--- src/rtl/s2tc_pkg.sv ---
package s2tc_pkg;

    localparam int unsigned PIXELS     = 16;
    localparam int unsigned CHAN_W     = 8;
    localparam int unsigned COLOR_W    = 16;
    localparam int unsigned BLOCK_W    = 64;
    localparam int unsigned IN_DATA_W  = 320;
    localparam int unsigned OUT_DATA_W = 128;

    localparam logic [15:0] RED_MASK   = 16'hF800;
    localparam logic [15:0] GREEN_MASK = 16'h07E0;
    localparam logic [15:0] BLUE_MASK  = 16'h001F;
    localparam logic [7:0]  NIBBLE_HI  = 8'hF0;
    localparam logic [7:0]  INDEX_LSBS = 8'h55;

    // Endpoints and luma thresholds of one block, ahead of the pixel lanes.
    typedef struct packed {
        logic [COLOR_W-1:0] color0;
        logic [COLOR_W-1:0] color1;
        logic [CHAN_W-1:0]  thr_even;
        logic [CHAN_W-1:0]  thr_odd;
    } s2tc_prep_t;

    // Moves a channel value half of the way toward the midpoint, a quarter of the way toward the other value.
    function automatic logic [CHAN_W-1:0] pull_in(input logic [CHAN_W-1:0] near,
                                                  input logic [CHAN_W-1:0] far);
        logic [CHAN_W:0]   mid_sum;
        logic [CHAN_W:0]   out_sum;
        logic [CHAN_W-1:0] mid;
        mid_sum = {1'b0, near} + {1'b0, far};
        mid     = mid_sum[CHAN_W:1];
        out_sum = {1'b0, near} + {1'b0, mid};
        return out_sum[CHAN_W:1];
    endfunction

    function automatic logic [COLOR_W-1:0] pack565(input logic [CHAN_W-1:0] r,
                                                  input logic [CHAN_W-1:0] g,
                                                  input logic [CHAN_W-1:0] b);
        logic [COLOR_W-1:0] word;
        word = ({r, 8'h00} & RED_MASK) | ({5'd0, g, 3'd0} & GREEN_MASK)
             | ({8'd0, b} >> 3 & BLUE_MASK);
        return word;
    endfunction

endpackage

--- src/rtl/s2tc_prep.sv ---
module s2tc_prep (
    input  logic [7:0]          min_red,
    input  logic [7:0]          min_green,
    input  logic [7:0]          min_blue,
    input  logic [7:0]          max_red,
    input  logic [7:0]          max_green,
    input  logic [7:0]          max_blue,
    input  logic [7:0]          luma_min,
    input  logic [7:0]          luma_max,
    output s2tc_pkg::s2tc_prep_t prep
);

    logic [8:0] acy_sum;
    logic [7:0] acy;
    logic [9:0] acy_x3;
    logic [9:0] even_sum;
    logic [9:0] odd_sum;

    always_comb
    begin
        acy_sum  = {1'b0, luma_min} + {1'b0, luma_max};
        acy      = acy_sum[8:1];
        acy_x3   = {1'b0, acy, 1'b0} + {2'b00, acy};
        even_sum = acy_x3 + {2'b00, luma_min};
        odd_sum  = acy_x3 + {2'b00, luma_max};

        prep.color0   = s2tc_pkg::pack565(s2tc_pkg::pull_in(min_red, max_red),
                                          s2tc_pkg::pull_in(min_green, max_green),
                                          s2tc_pkg::pull_in(min_blue, max_blue));
        prep.color1   = s2tc_pkg::pack565(s2tc_pkg::pull_in(max_red, min_red),
                                          s2tc_pkg::pull_in(max_green, min_green),
                                          s2tc_pkg::pull_in(max_blue, min_blue));
        prep.thr_even = even_sum[9:2];
        prep.thr_odd  = odd_sum[9:2];
    end

endmodule

--- src/rtl/s2tc_lane.sv ---
module s2tc_lane (
    input  logic [7:0] luma,
    input  logic [7:0] thr_even,
    input  logic [7:0] thr_odd,
    input  logic       odd_square,
    output logic       hit
);

    logic [7:0] thr;

    always_comb
    begin
        thr = odd_square ? thr_odd : thr_even;
        hit = (luma >= thr);
    end

endmodule

--- src/rtl/s2tc_merge.sv ---
module s2tc_merge (
    input  s2tc_pkg::s2tc_prep_t               prep,
    input  logic [s2tc_pkg::PIXELS-1:0]        hits,
    output logic [s2tc_pkg::BLOCK_W-1:0]       color_block
);

    logic        swap;
    logic [31:0] idx;

    always_comb
    begin
        // Endpoints go out in ascending order; swapping them flips each index.
        swap = (prep.color0 > prep.color1);
        for (int k = 0; k < s2tc_pkg::PIXELS; k++)
        begin
            idx[2*k]   = hits[k] ^ swap;
            idx[2*k+1] = 1'b0;
        end
        if (swap)
            color_block = {idx, prep.color0, prep.color1};
        else
            color_block = {idx, prep.color1, prep.color0};
    end

endmodule

--- src/rtl/s2tc_texture_block_encoder.sv ---
// An accepted item goes to prep_reg, luma_reg and alpha_pack_reg, then to out_data_reg.
// One 4x4 block per cycle, unless m_axis_tready stalls the output; the endpoint/threshold stage
// and the sixteen luma compare lanes with the endpoint-ordering merge are each one register stage.
// Reset (rst_n low, asynchronous) empties both pipeline stages and clears alpha_mode to 0.
module s2tc_texture_block_encoder (
    input  logic         clk,
    input  logic         rst_n,
    input  logic         cfg_we,
    input  logic         cfg_wdata,      // alpha_mode
    input  logic         s_axis_tvalid,
    output logic         s_axis_tready,
    // luma_low, luma_high, alpha_low, alpha_high, min_red, min_green, min_blue,
    // max_red, max_green, max_blue, luma_min, luma_max
    input  logic [319:0] s_axis_tdata,
    output logic         m_axis_tvalid,
    input  logic         m_axis_tready,
    output logic [127:0] m_axis_tdata    // color_block, alpha_block
);

    logic                  alpha_mode_reg;

    logic                  s1_valid_reg;
    logic                  s1_valid_next;
    s2tc_pkg::s2tc_prep_t  prep_reg;
    logic [127:0]          luma_reg;
    logic [63:0]           alpha_pack_reg;

    logic                  out_valid_reg;
    logic                  out_valid_next;
    logic [127:0]          out_data_reg;

    s2tc_pkg::s2tc_prep_t  prep;
    logic [63:0]           alpha_pack;
    logic [15:0]           hits;
    logic [63:0]           color_block;
    logic                  s1_advance;
    logic                  in_accept;

    s2tc_prep u_prep (
        .min_red   (s_axis_tdata[263:256]),
        .min_green (s_axis_tdata[271:264]),
        .min_blue  (s_axis_tdata[279:272]),
        .max_red   (s_axis_tdata[287:280]),
        .max_green (s_axis_tdata[295:288]),
        .max_blue  (s_axis_tdata[303:296]),
        .luma_min  (s_axis_tdata[311:304]),
        .luma_max  (s_axis_tdata[319:312]),
        .prep      (prep)
    );

    // Explicit alpha keeps the top nibble of each pixel, two pixels per byte.
    always_comb
    begin
        for (int k = 0; k < 8; k++)
        begin
            alpha_pack[8*k +: 8] = (s_axis_tdata[128 + 16*k + 8 +: 8] & s2tc_pkg::NIBBLE_HI)
                                 | {4'd0, s_axis_tdata[128 + 16*k + 4 +: 4]};
        end
    end

    genvar gi;
    generate
        for (gi = 0; gi < s2tc_pkg::PIXELS; gi++)
        begin : g_lane
            localparam logic ODD = 1'(((gi >> 2) ^ gi) & 1);
            s2tc_lane u_lane (
                .luma       (luma_reg[8*gi +: 8]),
                .thr_even   (prep_reg.thr_even),
                .thr_odd    (prep_reg.thr_odd),
                .odd_square (ODD),
                .hit        (hits[gi])
            );
        end
    endgenerate

    s2tc_merge u_merge (
        .prep        (prep_reg),
        .hits        (hits),
        .color_block (color_block)
    );

    always_comb
    begin
        s1_advance     = s1_valid_reg && (!out_valid_reg || m_axis_tready);
        s_axis_tready  = !s1_valid_reg || s1_advance;
        in_accept      = s_axis_tvalid && s_axis_tready;
        s1_valid_next  = in_accept || (s1_valid_reg && !s1_advance);
        out_valid_next = s1_advance || (out_valid_reg && !m_axis_tready);
        m_axis_tvalid  = out_valid_reg;
        m_axis_tdata   = out_data_reg;
    end

    always_ff @(posedge clk or negedge rst_n)
    begin
        if (!rst_n)
        begin
            alpha_mode_reg <= 1'b0;
            s1_valid_reg   <= 1'b0;
            out_valid_reg  <= 1'b0;
        end
        else
        begin
            if (cfg_we)
                alpha_mode_reg <= cfg_wdata;
            s1_valid_reg  <= s1_valid_next;
            out_valid_reg <= out_valid_next;
        end
    end

    always_ff @(posedge clk)
    begin
        if (in_accept)
        begin
            prep_reg       <= prep;
            luma_reg       <= s_axis_tdata[127:0];
            alpha_pack_reg <= alpha_pack;
        end
        if (s1_advance)
            out_data_reg <= {alpha_mode_reg ? alpha_pack_reg : 64'd0, color_block};
    end

`ifndef SYNTH
    a_index_msb_zero: assert property (@(posedge clk) disable iff (!rst_n)
        m_axis_tvalid |-> ((m_axis_tdata[63:32] & 32'hAAAA_AAAA) == 32'd0))
        else $error("index high bit set in color block");

    a_endpoint_order: assert property (@(posedge clk) disable iff (!rst_n)
        m_axis_tvalid |-> (m_axis_tdata[15:0] <= m_axis_tdata[31:16]))
        else $error("color endpoints out of order");

    a_bc1_alpha_zero: assert property (@(posedge clk) disable iff (!rst_n)
        (m_axis_tvalid && !alpha_mode_reg) |-> (m_axis_tdata[127:64] == 64'd0))
        else $error("alpha block not zero in BC1 mode");

    a_stage_hold: assert property (@(posedge clk) disable iff (!rst_n)
        (s1_valid_reg && !s1_advance) |=> (s1_valid_reg && $stable(prep_reg)))
        else $error("stalled block lost in first stage");
`endif

endmodule
--- config.mk ---
export PLATFORM = sky130hd
export DESIGN_NAME = s2tc_texture_block_encoder
export DESIGN_NICKNAME = d
export VERILOG_FILES = /design/src/rtl/s2tc_pkg.sv /design/src/rtl/s2tc_prep.sv /design/src/rtl/s2tc_lane.sv /design/src/rtl/s2tc_merge.sv /design/src/rtl/s2tc_texture_block_encoder.sv
export SDC_FILE = /design/constraint.sdc
export NUM_CORES = 1
export LEC_CHECK = 0
export BUFFER_PORTS_ARGS = -buffer_cell sky130_fd_sc_hd__buf_2
export CAP_MARGIN = 20
export CORE_UTILIZATION = 45
export CTS_BUF_LIST = sky130_fd_sc_hd__clkbuf_8
export DETAILED_ROUTE_END_ITERATION = 10
export GPL_ROUTABILITY_DRIVEN = 0
export PLACE_DENSITY_LB_ADDON = 0.05
export SLEW_MARGIN = 20
export SYNTH_ARGS = -nofsm -noshare
export SYNTH_HDL_FRONTEND = slang
export SYNTH_SLANG_ARGS = --single-unit
--- constraint.sdc ---
create_clock -name clk -period 8.4 [get_ports clk]
set_clock_uncertainty 0.05 [all_clocks]
set_input_delay 0.84 -clock clk [delete_from_list [all_inputs] [get_ports clk]]
set_output_delay 0.84 -clock clk [all_outputs]
set_load 0.1 [all_outputs]
# ---- Yosys cells after proc, flatten, opt, wreduce, memory -nomap -nowiden
# Index checks and enable logic that the tools add are counted.
dict set report totals {
  mem_bits_ro 0
  output_inout_bits 130
  latch_bits 0
  inputBits 326
  mem_count 0
  mem_bits_rw 0
  register_bits 370
}
dict set report op_classes {
  muxes 1
  multipliers 0
  reduce_logical 12
  bitwise_logic 28
  eq_ne 0
  n_lt_le_gt_ge 17
  shift 0
  addsub 13
  div 0
}
# op count
set op_table {}
lappend op_table {{greater-or-equal comparator 8 bit} 16}
lappend op_table {{adder 8 x 8 -> 9 bit} 10}
lappend op_table {{OR 8 x 4 -> 8 bit} 8}
lappend op_table {{two-way mux 32 bit} 1}
lappend op_table {{OR 16 x 11 -> 16 bit} 2}
lappend op_table {{OR 16 x 5 -> 16 bit} 2}
lappend op_table {{adder 10 x 8 -> 10 bit} 2}
lappend op_table {{greater-than comparator 16 bit} 1}
lappend op_table {{XOR 1 bit} 16}
lappend op_table {{adder 9 x 8 -> 10 bit} 1}
lappend op_table {{logical AND 1 bit} 4}
lappend op_table {{zero test 1 bit} 4}
lappend op_table {{logical OR 1 bit} 4}

# ---- Depth between registers and ports, before layout
dict set report depth {
  depth_word 6
  mapped_depth 17
  ltp_nobuf 16
}

# ---- By module
# Synthesis repeated with hierarchy kept, for this count alone.
dict set report unflattened {
  hier_cells 1417
  hier_area_um2 20221.9
}
# module n_inst area_each_um2 cells_per_inst
set modules_own_cells {}
lappend modules_own_cells {s2tc_texture_block_encoder 1 11656.2 451}
lappend modules_own_cells {s2tc_lane 16 259.0 27}
lappend modules_own_cells {s2tc_prep 1 3333.2 406}
lappend modules_own_cells {s2tc_merge 1 1088.5 128}

# ---- Worst setup path after synthesis
# OpenSTA, ideal clock, no wires.
dict set report synth_timing {
  path_type {reg2reg}
  start {register out_valid_reg, in the netlist m_axis_tvalid}
  end {register alpha_pack_reg[0] (enable)}
  n_path_buf 0
  arrival_time_ps 7241
  setup_slack_ps 480
  path_stages_with_launch 3
  path_cell_list {dfrtp_1 nand3b_1 and2_1}
}
dict set report synth_via {
  elab_chain_cells 5
}
# element line
set synth_rtl {}
lappend synth_rtl {{from (decl)} s2tc_texture_block_encoder.sv:28} ;# logic out_valid_reg;
lappend synth_rtl {{from (signal assigned)} s2tc_texture_block_encoder.sv:106} ;# out_valid_reg <= out_valid_next;
lappend synth_rtl {{zero test 1 bit} s2tc_texture_block_encoder.sv:84} ;# s1_advance = s1_valid_reg && (!out_valid_reg || m_axis_tready);
lappend synth_rtl {{logical OR 1 bit} s2tc_texture_block_encoder.sv:84}
lappend synth_rtl {{logical AND 1 bit} s2tc_texture_block_encoder.sv:84}
lappend synth_rtl {{logical OR 1 bit} s2tc_texture_block_encoder.sv:85} ;# s_axis_tready = !s1_valid_reg || s1_advance;
lappend synth_rtl {{named net s_axis_tready} s2tc_texture_block_encoder.sv:11} ;# output logic s_axis_tready,
lappend synth_rtl {{logical AND 1 bit} s2tc_texture_block_encoder.sv:86} ;# in_accept = s_axis_tvalid && s_axis_tready;
lappend synth_rtl {{named net in_accept} s2tc_texture_block_encoder.sv:37} ;# logic in_accept;
lappend synth_rtl {{to (signal assigned)} s2tc_texture_block_encoder.sv:116} ;# alpha_pack_reg <= alpha_pack;
lappend synth_rtl {{to (decl)} s2tc_texture_block_encoder.sv:26} ;# logic [63:0] alpha_pack_reg;
# The timed path passes the listed nets, and every way through them passes these cells.
# A chain may end at the register's enable or synchronous reset.

==> flow_summary_export.csv <==
group,metric,value,unit
run_status,status,"completed",
clock_network,cts_hold_buf,1,
layout,syn_to_final_growth,19.9,%
power,pwr-share-comb,40.3,%
yosys,synth_seq_area_share,59.3,%
power,leakagePower,9.61,nW
critical_path,cp.required,8.72,ns
critical_path,r2r_start,"prep_reg[36]",
clock_network,clk_pin_slew,0.06,ns
critical_path,arrival,4.69,ns
global_routing,grt_max_degree,77,
hold_path,hp-start,"s_axis_tdata[103]",
job,cap_viol_max_count,0,
critical_path,slowest_stage,"nor4_4",
yosys,synthTopCellsByArea,"edfxtp_1 59%, ha_1 16%, a21o_1 3.3%",
critical_path,slowest_delay,0.46,ns
place,place_hpwl,29.9,mm
yosys,syn_area_per_cell,14.3,µm²
die,dieHeight,202,µm
yosys,ys_types,53,
yosys,yosysMostFrequentCell,"edfxtp_1",
clock_network,clock_path_buffers,3,
clock_network,root_buffer,"clkbuf_8",
yosys,ys_seq_elements,355,
critical_path,timing.reg2reg.setup_slack,5.04,ns
power,ir_drop,0.153,mV
timing,timing.fmax,229,MHz
detailed_routing,postRouteAntennaNets,0,
clock_network,worst_skew_pair.late_latency,0.65,ns
layout,n_fill_cell,3327,
layout,largest_reg_flops,128,
detailed_routing,detail_route.wirelength,39.9,mm
timing,finalSetupViolCount,0,
yosys,synth_top_area_share,58.9,%
clock_network,numCtsBuffers,61,
global_routing,grt.overflow.total,0,
yosys,yosysWarnings,0,
die,io_pins,456,
timing,worst_pin_slew,1.07,ns
timing,max_slew_margin,28.9,%
die,coreArea,39000,µm²
yosys,synth_largest_area_cell,"edfxtp_1",
layout,fin_nets,2255,
power,cellPowerDensity,295,nW/µm²
power,seqPwrFrac,37.6,%
clock_network,ctsResizeCount,0,
yosys,synth_edf_count,352,
die,fp.dieW,202,µm
critical_path,path_buf_inv,2,
timing,period_minus_slack,4.37,ns
global_routing,grt_usage,19.9,%
yosys,synthTopCellsByCount,"352 x edfxtp_1, 235 x ha_1, 80 x a21o_1",
yosys,syn_area,18000,µm²
timing,rsz0062_at_grt,"false",
critical_path,cp_top_family,"simple AND/OR/NAND/NOR gates",
global_routing,antenna_found_initial,15,
yosys,ys.flop_type,"edfxtp_1",
global_routing,first_global_vias,11300,
power,power,6.35,mW
timing,tns,0,ns
die,rows,72,
detailed_routing,avgRoutedWirePerCell,17.6,µm
detailed_routing,first_pass_iters,4,
power,pwr-share-clk,22.1,%
critical_path,crit_start,"s_axis_tdata[306]",
hold_path,hp-class,"input pin to flip-flop",
layout,finalNonFillerCells,2264,
timing,period_share,52.1,%
place,dpl.cell_count,2143,
yosys,syn_inst,1258,
critical_path,end_kind,"flip-flop",
detailed_routing,dr.first_iter.drc_count,531,
timing,timing.final.hold_violations,0,
critical_path,critPathMostFrequentCell,"ha_1",
power,swShare,39.1,%
yosys,async_flop_share,0.845,%
place,portBuffers,375,
global_routing,grt_pass1_wl,61.6,mm
timing,slew_viol_final,0,
critical_path,cp_cell_sequence,"buf_2, ha_1, a21oi_1, a211oi_1, nor4_4, inv_1, ha_1, and3_1, a211o_1, xor2_1, ha_1, o21ai_0, a21oi_1, nor4_1, nor3_1, nand4_1, xnor2_1",
clock_network,clock-sinks,355,
critical_path,crit_fanout,6,
critical_path,crit_type,"input pin to flip-flop",
detailed_routing,drc,0,
clock_network,cts_tree,"done",
layout,final_layout_size_suffix_gt1_share,29.1,%
detailed_routing,vias,11200,
clock_network,cts_max_level,2,
clock_network,postCtsSetupBuffers,0,
power,p_switching,2.48,mW
power,p_int,3.86,mW
die,dieArea,40700,µm²
detailed_routing,viasPerCell,4.96,
critical_path,cp-start-kind,"input pin",
die,start_util,46.0,%
[layout make-up]
type,instances,area (µm²),share of cell area (%)
tap,518,648,3.01
sequential,355,10600,49.5
timing repair buffer,382,1930,8.98
clock buffer,61,840,3.90
antenna,13,32.5,0.151
multi-input combinational,829,6970,32.4
inverter,60,225,1.05
clock inverter,46,229,1.06
[worst register-to-register path: cells and delay by family (launching register included)]
kind                     cells  cell delay [ns]
buffers and inverters        1             0.59
AO/OA/AOI/OAI                5             1.07
adder cells (fa/ha/maj)      1             0.32
multiplexers                 1             0.41
flip-flops                   1             0.42
AND/OR/NAND/NOR              2             0.23
[final timing paths]
check / to / depth (start not counted)
worst min register to register: m_axis_tvalid / 1
worst min-delay path: luma_reg[103] / 1
worst max-delay path: prep_reg[7] / 17
worst max register to register: m_axis_tdata[25] / 10
min in group asynchronous: m_axis_tvalid / 2
max in group asynchronous: alpha_mode_reg / 2
[metal layers]
layer  global-route usage, %  vias up  part of all wire, %
met1                    25.1     5261                   44
met2                    32.3      316                   47
met4                    7.25       10                  2.3
met3                    5.81       71                  7.2
met5                       0        -                 0.17
li1                        -     5561                    -
[through the flow]
| step | setup slack [ns] | utilization [%] | hold slack, ns | cell area (µm²) |
|---|---|---|---|---|
| after CTS | 4.05 | 55.1 | 0.228 | 21500 |
| final | 4.03 | 55.2 | 0.304 | 21500 |
| after floorplan | 0.480 | - | 0.399 | 18000 |
| after global placement | 3.42 | 52.3 | 0.419 | 20400 |
| after global routing | 3.78 | 55.1 | 0.250 | 21500 |
| after detailed placement | 3.37 | 52.3 | 0.445 | 20400 |
[layout by cell type (no fill, tap or decap), types with 4 or more instances in the layout]
cell	synthesis	routed
buf_2	3	375
edfxtp_1	352	352
ha_1	235	235
inv_1	60	84
a21o_1	80	80
and2_1	72	70
a21oi_1	68	67
clkbuf_8	0	61
nor2_1	47	47
xnor2_1	41	41
o21ai_0	33	33
nand2b_1	30	30
mux2_2	30	30
nor3_1	26	26
nand2_1	25	25
xor2_1	22	22
o21a_1	19	19
conb_1	1	16
clkinv_1	0	14
diode_2	0	13
nor2b_1	12	12
o21bai_1	11	11
nand4_1	6	6
a31o_2	6	6
buf_4	18	6
o21ai_1	5	5
fa_1	5	5
mux2_4	4	4
clkinv_2	0	4
[power by group through the flow]
stage | sequential, mW | clock [mW] | combinational [mW]
floorplan | 3.10 | 0 | 1.35
global placement | 2.42 | 0 | 2.53
detailed placement | 2.42 | 0 | 2.58
CTS | 2.39 | 1.46 | 2.59
global route | 2.41 | 1.53 | 2.83
finish | 2.39 | 1.40 | 2.56
[kinds of logic (layout without fill, tap and decap cells)]
| group | count (synthesis) | after routing | share of synthesized area, % |
|---|---|---|---|
| flip-flops | 355 | 355 | 59.3 |
| adder cells (fa/ha/maj) | 241 | 241 | 17.0 |
| AND/OR/NAND/NOR | 236 | 236 | 7.25 |
| AO/OA/AOI/OAI | 234 | 234 | 8.47 |
| buffers and inverters | 89 | 549 | 2.30 |
| XOR/XNOR | 66 | 66 | 3.34 |
| multiplexers | 36 | 36 | 2.33 |
| other | 1 | 29 | 0.0209 |
(Power assumes the default switching activity.)
